--- config.mk ---
export PLATFORM = sky130hd
export DESIGN_NAME = sem_ram
export DESIGN_NICKNAME = d
export VERILOG_FILES = /design/src/sem_ram.sv
export SDC_FILE = /design/constraint.sdc
export NUM_CORES = 1
export LEC_CHECK = 0
export BUFFER_PORTS_ARGS = -buffer_cell sky130_fd_sc_hd__buf_4
export CAP_MARGIN = 15
export CORE_UTILIZATION = 65
export CTS_BUF_LIST = sky130_fd_sc_hd__clkbuf_4 sky130_fd_sc_hd__clkbuf_8 sky130_fd_sc_hd__clkbuf_16
export DETAILED_ROUTE_END_ITERATION = 8
export HOLD_SLACK_MARGIN = 0.15
export PLACE_DENSITY = 0.84
export SKIP_LAST_GASP = 1
export SLEW_MARGIN = 20
export SYNTH_ARGS = -nofsm -noshare
export SYNTH_HDL_FRONTEND = slang
export SYNTH_SLANG_ARGS = --single-unit
--- constraint.sdc ---
create_clock -name clk -period 2.8 [get_ports clk]
set_input_delay 0.28 -clock clk [delete_from_list [all_inputs] [get_ports clk]]
set_output_delay 0.28 -clock clk [all_outputs]
set_load 0.05 [all_outputs]
--- src/sem_ram.sv ---
// Generic single-write, single-read RAM with registered read data.
module sem_ram #(
    parameter int WIDTH = 8,
    parameter int DEPTH = 16
) (
    input  logic                     clk,
    input  logic                     we,
    input  logic [$clog2(DEPTH)-1:0] waddr,
    input  logic [WIDTH-1:0]         wdata,
    input  logic [$clog2(DEPTH)-1:0] raddr,
    output logic [WIDTH-1:0]         rdata
);
    logic [WIDTH-1:0] mem [DEPTH];
    logic [WIDTH-1:0] rdata_reg;

    always_ff @(posedge clk)
    begin
        if (we)
        begin
            mem[waddr] <= wdata;
        end
        rdata_reg <= mem[raddr];
    end

    assign rdata = rdata_reg;
endmodule

==> results of run 1 <==
placed cells by master, fill, tap and decap left out, drive strengths merged, types with 3 or more instances in the layout:
master,netlist,layout
dfxtp,8,8
nand2,9,9
a22oi,16,16
buf,7,31
bufinv,0,3
nor3,4,4
nor2,13,13
clkinv,0,3
dlygate4sd3,0,8
mux4,32,32
clkbuf,0,22
edfxtp,128,128
metal layers:
layer,up-vias,global-route usage,share of wire,wire (um)
met3,12,0.07286,0.10,1023
met4,0,0.1362,0.015,156
met2,186,0.4287,0.51,5172
met1,1267,0.3661,0.38,3847
met5,-,0,0,0
li1,1071,-,-,-
through the flow:
stage / hold WS (ps) / instance area [um^2] / instances / power, mW
finish: 299.7 / 6120 / 392 / 4.830
floorplan: 378.9 / 5147 / 229 / 2.491
CTS: 264.0 / 6120 / 392 / 4.840
global placement: 578.7 / 5421 / 352 / 2.581
global route: 277.3 / 6120 / 392 / 4.948
detailed placement: 595.3 / 5421 / 352 / 2.590
power by group through the flow:
stage | clock network (mW) | registers, mW | logic [mW]
finish | 2.27 | 2.29 | 0.272
global route | 2.37 | 2.29 | 0.286
CTS | 2.28 | 2.29 | 0.271
detailed placement | 0 | 2.33 | 0.258
global placement | 0 | 2.33 | 0.252
floorplan | 0 | 2.38 | 0.116
cell families after synthesis:
family          share of synthesized area
mux                                0.1502
flops                              0.7778
simple gates                      0.03184
buf+inv                           0.01677
compound gates                    0.02334
tightest hold or removal path, cell delays in order:
cell,delay [ps]
buf_4,130
nor3_1,70
buf_4,150
worst max-delay path by stage:
stage | start | end | slack (ps) | cells after the start
floorplan | waddr[2] | mem[0][0] | 1030 | 2
global placement | waddr[2] | mem[3][1] | 870 | 3
detailed placement | waddr[2] | mem[2][1] | 860 | 3
CTS | mem[1][2] | rdata[2] | 1360 | 3
global route | raddr[0] | rdata[5] | 1290 | 5
finish | mem[5][3] | rdata[3] | 1370 | 3
cells in the mapped netlist, drive strengths merged:
cell | n | area [um^2]
nor2b | 1 | 6.260
nand2b | 2 | 12.51
nor3 | 4 | 20.02
a22oi | 16 | 120.1
and2b | 1 | 7.510
edfxtp | 128 | 3844
nand3 | 1 | 5.000
nand2 | 9 | 33.78
and2 | 1 | 6.260
buf | 7 | 56.30
dfxtp | 8 | 160.2
nor2 | 13 | 48.80
clkdlybuf4s25 | 3 | 30.03
mux4 | 32 | 773.2
or3b | 1 | 8.760
nand3b | 2 | 15.01
area by class of cell:
class                   instances  area [um^2]  area share
clock inverters                10        141.4     0.02310
well taps                     102        127.6     0.02085
repair buffers                 39        312.8     0.05111
clock buffers                  22        476.7     0.07790
multi-input cells              83         1057      0.1728
flip-flops and latches        136         4004      0.6543
repair_timing:
item                                    in CTS  in global routing
hold endpoints to repair                   128                  0
hold buffers                                 8                  0
buffers inserted                             0                  0
endpoints found under the setup margin       0                  0
==> qor.csv, run 1 <==
stage,metric,value,unit
power,powerDensity,789.2,nW/um^2
setup_path,cp.required,3190,ps
clock_tree,cts-buffers-inserted,17,
min_path,holdCritStartpoint,waddr[0],
timing,worst_slew_pin_slew,974.9,ps
timing,post-route-min-period,1432,ps
timing,rsz0062_at_grt,no,
route,drtIter0Drc,312,
clock_tree,cts_resized,0,
power,seq_power_share,0.474,
power,p_leak,2.081,nW
clock_tree,htreeDepth,4,
global_routing,grt_max_degree,33,
finish,drive_above_1_share,0.2828,
setup_path,cp-start-kind,register,
synth,syn-mean-instance-area,22.48,um^2
power,p_int,3.847,mW
synth,synth-seq-cells,136,
synth,yosysUniqueCellTypes,19,
floorplan,fp.coreArea,7687,um^2
finish,largest_reg_flops,128,
floorplan,fp.dieW,90.99,um
route,ant_nets,0,
placement,portBuffers,25,
global_routing,grt_pass1_wl,15.21,mm
synth,syn_inst,229,
floorplan,fp-row-count,32,
setup_path,r2r_slack,1370,ps
finish,num-fill-cells,395,
route,first_pass_iters,5,
setup_path,path_cells,"mux4_1, a22oi_1, nand2_1",
synth,syn_area,5147,um^2
finish,antenna_cells,0,
clock_tree,cts_tree,yes,
finish,post-route-util,0.7961,
placement,dp_hpwl,5.642,mm
timing,fmax,698.1,MHz
route,routed_wl,10.20,mm
power,combPwrFrac,0.056,
setup_path,crit_arrival,1820,ps
finish,area_delta_synth_final,18.89,%
timing,setup_ws,1368,ps
power,sw_frac_of_total,0.2034,
setup_path,slowest_delay,550,ps
timing,hold_viol,0,
placement,place_ws,859.7,ps
clock_tree,clock_path_buffers,2,
min_path,min_path_type,input pin to register,
setup_path,cp-end-kind,register,
floorplan,die_h,90.99,um
timing,post-route-period-util,0.5116,
min_path,whs_endpoint,mem[0][5],
timing,setup_viol,0,
global_routing,grt_overflow,0,
synth,synthesis.nets,247,
clock_tree,cts_sinks,136,
setup_path,crit_slowest_cell,mux4_1,
global_routing,grt_pass1_vias,2591,
clock_tree,clk_latency,510,ps
global_routing,antenna_found_initial,0,
setup_path,r2r_start,mem[5][3],
synth,ys_seq_area_frac,0.7778,
timing,fin_skew,6.559,ps
clock_tree,clock-root-buffer,clkbuf_8,
floorplan,start_util,0.6696,
min_path,hold_path_depth,3,
synth,ys_warn_count,0,
floorplan,io_pins,26,
setup_path,crit_buf_inv,0,
route,vias_per_cell,6.469,
power,vdd_ir_drop_max,0.5816,mV
setup_path,critical_path_class,register to register,
setup_path,reg2reg_to,rdata[3],
status,status,finished clean,
clock_tree,path_clk_slew,60,ps
timing,relSlewSlack,0.3476,
power,p_sw,0.9822,mW
setup_path,cp_max_fo,1,
route,wl_per_cell,26.02,um
power,clock_power_share,0.469,
placement,gp_congestion,0.7721,
setup_path,rr_worst_depth,3,
route,drc,0,
timing,drv_slew,0,
flow_run,maxCapViolCount,0,
finish,fin_nets,295,
floorplan,die-area,8279,um^2
route,num_vias,2536,
setup_path,critPathTopFamily,multiplexers,
timing,fin_setup_tns,0,ps
global_routing,grt_usage,0.2746,
No activity file was read; power rests on OpenSTA's default activity.
==> inputs of run 2 (changes only) <==
Settings changed: CORE_UTILIZATION 65 to 54, PLACE_DENSITY 0.84 to 0.74.
Clock period 2.8 ns to 1.2 ns, I/O delays scaled along.
==> qor.csv, run 2 (synthesis results as in run 1) <==
stage,metric,value,unit,change
setup_path,crit_arrival,1740,ps,-80 ps
timing,post-route-period-util,1.126,,+0.6140
global_routing,grt_usage,0.2243,,-0.05034
setup_path,cp_max_fo,1,,unchanged
finish,mostFrequentLayoutCell,edfxtp_1,,
power,p_leak,2.237,nW,+7.5%
placement,dp_hpwl,6.001,mm,+6.4%
min_path,hold_path_depth,4,,+1
power,combPwrFrac,0.063,,+0.007
timing,relSlewSlack,0.3947,,+0.04703
global_routing,grt_pass1_wl,15.07,mm,-0.91%
flow_run,maxCapViolCount,0,,unchanged
finish,post-route-util,0.7077,,-0.08841
floorplan,fp.coreArea,9240,um^2,+20%
finish,area_delta_synth_final,27.03,%,
route,vias_per_cell,5.791,,-10%
route,num_vias,2571,,+1.4%
timing,setup_ws,-150.6,ps,-1518 ps
power,p_int,9.348,mW,+140%
finish,final_cells,444,,+13%
setup_path,cp-end-kind,register,,
min_path,min_path_type,input pin to register,,
clock_tree,cts_tree,yes,,
finish,antenna_cells,0,,unchanged
route,drtIter0Drc,190,,-39%
clock_tree,clock-root-buffer,clkbuf_8,,
timing,fin_setup_tns,-550.7,ps,-550.7 ps
setup_path,cp-start-kind,register,,
placement,gp_congestion,0.7271,,-5.8%
timing,rsz0062_at_grt,yes,,
route,first_pass_iters,4,,-1
timing,fmax,740.4,MHz,+6.1%
power,sw_frac_of_total,0.1960,,-0.007333
setup_path,r2r_start,mem[0][5],,
floorplan,fp.dieW,99.64,um,+9.5%
timing,hold_viol,0,,unchanged
finish,largest_reg_flops,128,,unchanged
setup_path,reg2reg_to,rdata[5],,
route,ant_nets,0,,unchanged
clock_tree,clk_latency,510,ps,about the same
setup_path,cp.required,1590,ps,-1600 ps
setup_path,critical_path_class,register to register,,
power,p_sw,2.279,mW,+130%
finish,layout_common_cells,"128 x edfxtp_1, 42 x buf_4, 24 x mux4_2, 16 x clkbuf_16, 11 x dlygate4sd3_1",,
global_routing,grt_pass1_vias,2617,,+1.0%
global_routing,grt_max_degree,17,,-48%
route,drc,0,,unchanged
min_path,whs_endpoint,rdata[2],,
setup_path,r2r_slack,-150,ps,-1520 ps
route,routed_wl,9.881,mm,-3.1%
finish,drive_above_1_share,0.4032,,+0.1204
clock_tree,clock_path_buffers,2,,unchanged
clock_tree,cts_sinks,136,,unchanged
clock_tree,cts-buffers-inserted,17,,unchanged
timing,timing.hold.ws,189.6,ps,-110.1 ps
global_routing,antenna_found_initial,0,,unchanged
timing,drv_slew,0,,unchanged
clock_tree,htreeDepth,4,,unchanged
status,violations,negative setup slack,,
floorplan,start_util,0.5571,,-0.1125
status,status,"finished, violations left",,
timing,setup_viol,17,,+17
floorplan,io_pins,26,,unchanged
clock_tree,path_clk_slew,60,ps,about the same
timing,worst_slew_pin_slew,906.1,ps,-68.81 ps
power,seq_power_share,0.461,,-0.013
global_routing,grt_overflow,0,,unchanged
floorplan,die-area,9927,um^2,+20%
timing,post-route-min-period,1351,ps,-81.74 ps
floorplan,fp-row-count,35,,+9.4%
power,vdd_ir_drop_max,0.9266,mV,+59%
finish,fin_nets,320,,+8.5%
setup_path,rr_worst_depth,3,,unchanged
min_path,holdCritStartpoint,raddr[3],,
power,powerDensity,1778,nW/um^2,+130%
placement,placed_cells,401,,+14%
route,wl_per_cell,22.25,um,-14%
power,clock_power_share,0.477,,+0.008
timing,fin_skew,11.31,ps,+4.746 ps
placement,portBuffers,25,,unchanged
floorplan,die_h,99.64,um,+9.5%
-- run 2: per-layer routing --
layer  vias up  track usage  part of all wire
met5         -            0                 0
met1      1347       0.2987              0.41
met4         0      0.08258             0.011
met3         9      0.05692             0.049
met2        99       0.3632              0.53
li1       1116            -                 -
-- run 2: power by group through the flow --
stage / combinational (mW) / sequential, mW / clock (mW)
floorplan: 0.286 / 5.54 / 0
global placement: 0.664 / 5.44 / 0
detailed placement: 0.674 / 5.44 / 0
CTS: 0.732 / 5.35 / 5.60
global route: 0.772 / 5.36 / 5.78
finish: 0.728 / 5.35 / 5.54
-- run 2: repair_timing --
item                                   CTS  global route
setup endpoints to repair               11            18
pin swaps                                2             0
buffers inserted                         0             0
hold buffers                            11             0
endpoints found under the hold margin  159             0
gates cloned                             0             0
gates resized for setup                 11             4
-- run 2: worst max-delay path by stage --
stage	start	end	slack (ps)
floorplan	raddr[0]	rdata[1]	-60
global placement	raddr[0]	rdata[5]	-330
detailed placement	raddr[0]	rdata[5]	-340
CTS	mem[0][5]	rdata[5]	-170
global route	mem[0][5]	rdata[5]	-170
finish	mem[0][5]	rdata[5]	-150
-- run 2: layout make-up --
type                    instances  area, um^2
flip-flops and latches        136        4008
fillers                       535        2701
multi-input cells              83        1104
repair buffers                 64       619.3
clock buffers                  21       450.4
clock inverters                11       196.4
well taps                     129       161.4
-- run 2: worst max-delay path: stages (launching register included) --
cell      delay (ps)
edfxtp_1         390
mux4_2           500
a22oi_2          240
nand2_1          100
-- run 2: stage by stage --
| step | worst slack [ps] | total power, mW | area [um^2] |
|---|---|---|---|
| 4_1_cts | -168.6 | 11.68 | 6529 |
| 5_1_grt | -169.1 | 11.91 | 6539 |
| 3_3_place_gp | -329.8 | 6.104 | 5742 |
| 6_report | -150.6 | 11.63 | 6539 |
| 3_5_place_dp | -344.8 | 6.119 | 5742 |
| 2_1_floorplan | -56.33 | 5.830 | 5187 |
