**config.mk**
```make
export PLATFORM = sky130hd
export DESIGN_NAME = sem_mag
export DESIGN_NICKNAME = d
export VERILOG_FILES = /design/src/sem_pkg.sv /design/src/sem_mag.sv
export SDC_FILE = /design/constraint.sdc
export NUM_CORES = 1
export LEC_CHECK = 0
export BUFFER_PORTS_ARGS = -buffer_cell sky130_fd_sc_hd__buf_2
export CAP_MARGIN = 20
export CORE_AREA = 2 2 113 158
export DETAILED_ROUTE_END_ITERATION = 6
export DIE_AREA = 0 0 115 160
export GPL_ROUTABILITY_DRIVEN = 0
export PLACE_DENSITY = 0.77
export SLEW_MARGIN = 20
export SYNTH_ARGS = -nofsm -noshare
export SYNTH_HDL_FRONTEND = slang
export SYNTH_SLANG_ARGS = --single-unit
```
**constraint.sdc**
```tcl
create_clock -name clk -period 6.8 [get_ports clk]
set_input_delay 0.68 -clock clk [delete_from_list [all_inputs] [get_ports clk]]
set_output_delay 0.68 -clock clk [all_outputs]
set_load 0.02 [all_outputs]
```
**src/sem_pkg.sv**
```systemverilog
// Shared constants and types for the Sobel RGB edge magnitude block.
package sem_pkg;

    localparam int MAX_WIDTH  = 1024;
    localparam int COL_W      = $clog2(MAX_WIDTH);
    localparam int ROW_W      = 12;
    localparam int FW_W       = 11;
    localparam int CFG_W      = 12;
    localparam int CH_W       = 8;
    localparam int PIX_W      = 3 * CH_W;
    localparam int GRAD_W     = CH_W + 2;
    localparam int GSUM_W     = CH_W + 4;
    localparam int SUM_W      = 2 * GRAD_W + 1;
    localparam int SQ_W       = 2 * CH_W;
    localparam int STEP_W     = $clog2(CH_W);
    localparam int SAT_SUM    = (2 ** CH_W - 1) * (2 ** CH_W);
    localparam int FW_RESET   = 640;
    localparam int FH_RESET   = 480;

    typedef enum logic [0:0] {
        REG_FRAME_WIDTH  = 1'b0,
        REG_FRAME_HEIGHT = 1'b1
    } cfg_reg_t;

    typedef enum logic [2:0] {
        ST_IDLE,
        ST_LOAD,
        ST_GRAD,
        ST_WAIT,
        ST_PUT
    } top_state_t;

    typedef enum logic [2:0] {
        MAG_IDLE,
        MAG_SQ,
        MAG_LOAD,
        MAG_ROOT,
        MAG_DONE
    } mag_state_t;

endpackage

```
**src/sem_mag.sv**
```systemverilog
// One channel's magnitude: squares, then a bit-serial square root and rounding.
module sem_mag import sem_pkg::*; (
    input  logic              clk,
    input  logic              rst_n,
    input  logic              start,
    input  logic [GRAD_W-1:0] ax,
    input  logic [GRAD_W-1:0] ay,
    output logic [CH_W-1:0]   mag,
    output logic              done
);
    mag_state_t          phase_reg, phase_next;
    logic [STEP_W-1:0]   step_reg, step_next;
    logic                done_reg, done_next;
    logic [GRAD_W-1:0]   ax_reg, ax_next, ay_reg, ay_next;
    logic [SUM_W-1:0]    sum_reg, sum_next;
    logic [SQ_W-1:0]     s_reg, s_next;
    logic                sat_reg, sat_next;
    logic [CH_W+1:0]     rem_reg, rem_next;
    logic [CH_W-1:0]     root_reg, root_next;
    logic [CH_W-1:0]     mag_reg, mag_next;
    logic [CH_W+3:0]     rem2, trial;
    logic                ge;
    logic [CH_W-1:0]     rounded;

    always_ff @(posedge clk or negedge rst_n)
    begin
        if (!rst_n)
        begin
            phase_reg <= MAG_IDLE;
            step_reg  <= '0;
            done_reg  <= 1'b0;
        end
        else
        begin
            phase_reg <= phase_next;
            step_reg  <= step_next;
            done_reg  <= done_next;
        end
    end

    always_ff @(posedge clk)
    begin
        ax_reg   <= ax_next;
        ay_reg   <= ay_next;
        sum_reg  <= sum_next;
        s_reg    <= s_next;
        sat_reg  <= sat_next;
        rem_reg  <= rem_next;
        root_reg <= root_next;
        mag_reg  <= mag_next;
    end

    always_comb
    begin
        phase_next = phase_reg;
        step_next  = step_reg;
        done_next  = 1'b0;
        ax_next    = ax_reg;
        ay_next    = ay_reg;
        sum_next   = sum_reg;
        s_next     = s_reg;
        sat_next   = sat_reg;
        rem_next   = rem_reg;
        root_next  = root_reg;
        mag_next   = mag_reg;

        // two radicand bits enter per step, one root bit leaves
        rem2    = {rem_reg, s_reg[SQ_W-1 -: 2]};
        trial   = {2'b00, root_reg, 2'b01};
        ge      = (rem2 >= trial);
        rounded = root_reg + CH_W'(rem_reg > {2'b00, root_reg});

        case (phase_reg)
            MAG_IDLE:
            begin
                if (start)
                begin
                    ax_next    = ax;
                    ay_next    = ay;
                    phase_next = MAG_SQ;
                end
            end
            MAG_SQ:
            begin
                sum_next   = SUM_W'(ax_reg) * SUM_W'(ax_reg)
                           + SUM_W'(ay_reg) * SUM_W'(ay_reg);
                phase_next = MAG_LOAD;
            end
            MAG_LOAD:
            begin
                s_next     = sum_reg[SQ_W-1:0];
                sat_next   = (sum_reg > SUM_W'(SAT_SUM));
                rem_next   = '0;
                root_next  = '0;
                step_next  = '0;
                phase_next = MAG_ROOT;
            end
            MAG_ROOT:
            begin
                rem_next  = ge ? (CH_W+2)'(rem2 - trial) : rem2[CH_W+1:0];
                root_next = {root_reg[CH_W-2:0], ge};
                s_next    = {s_reg[SQ_W-3:0], 2'b00};
                step_next = step_reg + 1'b1;
                if (step_reg == STEP_W'(CH_W - 1))
                begin
                    phase_next = MAG_DONE;
                end
            end
            MAG_DONE:
            begin
                mag_next   = sat_reg ? {CH_W{1'b1}} : rounded;
                done_next  = 1'b1;
                phase_next = MAG_IDLE;
            end
            default:
            begin
                phase_next = MAG_IDLE;
            end
        endcase
    end

    assign mag  = mag_reg;
    assign done = done_reg;

    a_done_after_round: assert property (@(posedge clk) disable iff (!rst_n)
        (phase_reg == MAG_DONE) |=> (done_reg && phase_reg == MAG_IDLE))
        else $error("magnitude done not raised after rounding");
    a_root_steps: assert property (@(posedge clk) disable iff (!rst_n)
        (phase_reg == MAG_LOAD) |=> (phase_reg == MAG_ROOT && step_reg == '0))
        else $error("root iteration did not start at step zero");
    a_start_idle: assert property (@(posedge clk) disable iff (!rst_n)
        (start && phase_reg == MAG_IDLE) |=> (phase_reg == MAG_SQ))
        else $error("start not taken");
endmodule

```
==> run summary <==
The logs give 17120 um2 for the core box area and 9 for the number of buffers created by CTS. Total track usage: 0.2251. In this run the mean area of a mapped cell was 10.14 um2.

The core occupancy in the finished layout came out at 0.6064. STA classifies the critical path startpoint as a register. The vertical die dimension was 160 um. The logs give 0.4688 for the headroom to the max-slew limit and 57 for the row count.

IR analysis of the VDD net gives a maximum drop of 297.1 uV. By instance count, the cell type seen most on the critical path is sky130_fd_sc_hd__fa_1. Detailed routing inserted a total of 6330 vias. The number of buffers on the longest clock path is 2, and the final worst-path cycle share is 0.9665.

The share of power burned in registers was 0.239. The number of antenna repair diodes is 0. Counting distinct cell types in the post-synthesis netlist gives 51. The register with the most flip-flops in the layout has 21 of them. Setup violations remaining at the end of the flow were counted as 0. The number of I/O pins is 32, and the number of enable flip-flop cells after synthesis is 84. The slack of the worst reg-to-reg path is 0.23 ns. The tool flagged a number of max-cap violations equal to 0.

The switching share of power is 0.4513. The capture point of the worst reg-to-reg path is sum_reg[14]. The run finished with clean final reports. The initial cell density of the core is 0.5656, and the number of synthesized register bits is 91. For the final routed database, the setup TNS stands at 0 ns.

The die covers 18400 um2. For the worst-skew pair, the clock arrives at the later sink with an insertion delay of 0.35 ns. The initial antenna violation count came out at 1. At the end of the flow, the number of nets in the layout was 1232. TritonCTS built the clock tree. The tools report the count of antenna-violating nets left after detailed routing as 0. The post-synthesis async set-or-reset flop share came out at 0.07692.

Clock skew on the completed layout was measured at 0.01564 ns. Clock transition at the registers of the reported paths: 0.07 ns. The run gives 0.658 as the combinational group share of total power. The area growth from synthesis to layout is 7.212%. The first global-routing pass estimated 32.02 mm of wire. The worst register-to-register path begins at ay_reg[1]. The cell area that synthesis handed to floorplanning was 9682 um2. The number of nets handed over by synthesis was 1208.

The hold violation total from the final report was 0; the x dimension of the die was 115 um. Traced cell by cell, the critical path runs through nand2_1 > fa_1 > fa_1 > inv_1 > fa_1 > fa_1 > fa_1 > fa_1 > inv_1 > fa_1 > inv_1 > ha_1 > a2111o_1 > o22a_2 > a2111oi_0 > o21bai_1 > xor2_1. The largest total area in the synthesized netlist belongs to sky130_fd_sc_hd__fa_1. The kind of cell with the highest combined delay along the critical path is adder cells. The total length of routed wires is 19.11 mm. At the pin with the least slew margin, the transition time is 0.7956 ns. The run gives 152.2 MHz as the achievable clock frequency. Ranked by total cell area, the synthesized netlist is headed by sky130_fd_sc_hd__fa_1, sky130_fd_sc_hd__edfxtp_1, sky130_fd_sc_hd__ha_1. Summed over all layers, the global routing overflow is 0.

Counting both buffers and inverters, the worst setup path holds a total of 3. The H-tree was split into 3 levels. The sequential-to-total area share from yosys stat was 0.2786. In the synthesized netlist the dominant register cell turns out to be sky130_fd_sc_hd__edfxtp_1. The first detailed-routing pass ran for 5 iterations. The tightest min-delay check is of the in -> async type. The slowest stage of the critical path belongs to the cell sky130_fd_sc_hd__edfxtp_1. The fraction of final layout cells with drive strength greater than 1 was 0.07419. Setup repair after global routing left no endpoint under its margin. During synthesis, Yosys emitted a total of 0 warnings. In this run the static leakage power is 5.148 nW. The largest single stage delay on the critical path is 0.56 ns.

Counting every instance in the synthesized netlist gives 955. The wire-length estimate of the detail-placed layout is 15.95 mm. The top cell type's share of synthesized area was 0.2667; the maximum net fanout on the critical path was 10. The root buffer cell chosen for the clock tree is sky130_fd_sc_hd__clkbuf_16. Pin count of the biggest net entering global routing: 40. The worst setup path is of the reg -> reg kind. After detailed routing, the average wire length per cell comes to 16.06 um. The number of cell instances on the worst register-to-register path came out at 17. After the first detailed-routing iteration, the DRC count stood at 323.

For this design the total switching power over the nets is 0.002142 W. For the data arrival time of the critical path, the log shows 6.66 ns. The internal portion of the total power is 0.002603 W.

Dividing the detail-routed via count by the number of cells gives 5.319. After layout, the minimum clock period comes to 6.572 ns. For the worst setup path, the data required time is 6.89 ns. The number of hold buffers added after CTS was 0. Number of clock sinks seen by CTS: 91.

Power density normalized to cell area: 457.1 nW/um2. Clock power share: 0.103. The number of input and output port buffers inserted is 31. The kind of end point of the critical path is a register. After detailed routing, the number of remaining DRC violations is 0. The number of global-route vias before repair is 6817, and the number of slew-limit violations in the final report is 0.
cell usage in the layout, fill, tap and decap left out, types with 7 or more instances in the layout:
cell type / count
sky130_fd_sc_hd__a21oi_1: 23
sky130_fd_sc_hd__edfxtp_1: 84
sky130_fd_sc_hd__ha_1: 101
sky130_fd_sc_hd__fa_1: 129
sky130_fd_sc_hd__nand2b_1: 13
sky130_fd_sc_hd__nand3_1: 8
sky130_fd_sc_hd__and2_1: 48
sky130_fd_sc_hd__inv_1: 214
sky130_fd_sc_hd__xnor2_1: 26
sky130_fd_sc_hd__o21ai_1: 10
sky130_fd_sc_hd__buf_2: 31
sky130_fd_sc_hd__nand2_1: 108
sky130_fd_sc_hd__xor2_1: 11
sky130_fd_sc_hd__o21ai_0: 10
sky130_fd_sc_hd__buf_4: 14
sky130_fd_sc_hd__nor2_1: 31
sky130_fd_sc_hd__dfrtp_1: 7
sky130_fd_sc_hd__clkbuf_16: 9
sky130_fd_sc_hd__and3_1: 10
sky130_fd_sc_hd__nor2b_1: 8
layer usage:
| metal | vias to the layer above | track usage | part of all wire |
|---|---|---|---|
| met5 | - | 0 | 0.00058 |
| met4 | 2 | 0.09474 | 0.039 |
| met3 | 51 | 0.03529 | 0.029 |
| met2 | 114 | 0.4075 | 0.54 |
| met1 | 3096 | 0.2600 | 0.39 |
| li1 | 3067 | - | - |
how the worst max path moves through the flow:
| stage | from | endpoint | slack (ns) | cells past startpoint |
|---|---|---|---|---|
| final | ay_reg[1] | sum_reg[14] | 0.23 | 17 |
| after global routing | ay_reg[1] | sum_reg[14] | 0.02 | 17 |
| after CTS | ay_reg[1] | sum_reg[14] | 0.28 | 17 |
| after detailed placement | ay_reg[1] | sum_reg[20] | 0.35 | 17 |
| after global placement | ay_reg[1] | sum_reg[20] | 0.46 | 17 |
| after floorplan | ax_reg[2] | sum_reg[20] | 0.51 | 19 |
kinds of logic after synthesis:
logic type / count (synthesis) / share of synthesized area
simple gates: 250 / 0.1241
buf+inv: 247 / 0.09602
fa+ha+maj: 230 / 0.3973
compound gates: 94 / 0.06423
flops: 91 / 0.2786
xor+xnor: 37 / 0.03347
mux: 6 / 0.006333
cell usage after synthesis, drive strengths merged, types with 4 or more instances:
| cell type | count |
|---|---|
| and3 | 10 |
| nor2 | 31 |
| nand2 | 109 |
| a21oi | 23 |
| nand3 | 8 |
| o21ai | 20 |
| ha | 101 |
| a31oi | 4 |
| o21a | 6 |
| nand4 | 5 |
| edfxtp | 84 |
| o21bai | 5 |
| nand2b | 13 |
| mux2i | 5 |
| inv | 215 |
| clkbuf | 29 |
| nor2b | 8 |
| a211oi | 6 |
| and2 | 48 |
| dfrtp | 7 |
| xor2 | 11 |
| nor3 | 6 |
| fa | 129 |
| a2111oi | 4 |
| xnor2 | 26 |
| a21o | 6 |
cell type report:
class                      instances  area, um2
fill                            1383       6736
clock buffer                      10      239.0
inverter                         215      807.0
tap                              206      257.7
multi-input combinational        617       6072
timing repair buffer              45      260.3
sequential                        91       2698
clock inverter                     6      46.29
power groups by stage:
stage	Clock [W]	Combinational, W	Sequential, W
finish	0.000489	0.00312	0.00113
global route	0.000517	0.00359	0.00116
CTS	0.000498	0.00313	0.00113
detailed placement	0	0.00309	0.00115
global placement	0	0.00301	0.00114
floorplan	0	0.00249	0.00110
per-stage QoR:
stage	instances	power (W)	hold WS, ns	setup WS, ns	area [um2]
2_1_floorplan	955	0.003588	0.3844	0.5081	9682
3_3_place_gp	1172	0.004148	0.4545	0.4625	10070
3_5_place_dp	1172	0.004240	0.4646	0.3533	10070
4_1_cts	1188	0.004759	0.1510	0.2772	10360
5_1_grt	1190	0.005259	0.1602	0.02464	10380
6_report	1190	0.004745	0.1563	0.2279	10380
repair_timing:
| item | 4_1_cts | 5_1_grt |
|---|---|---|
| endpoints found under the setup margin | 0 | 1 |
| buffers inserted | 0 | 1 |
| gates resized for setup | 0 | 0 |
Note: power is estimated with default switching activity, not from simulation.
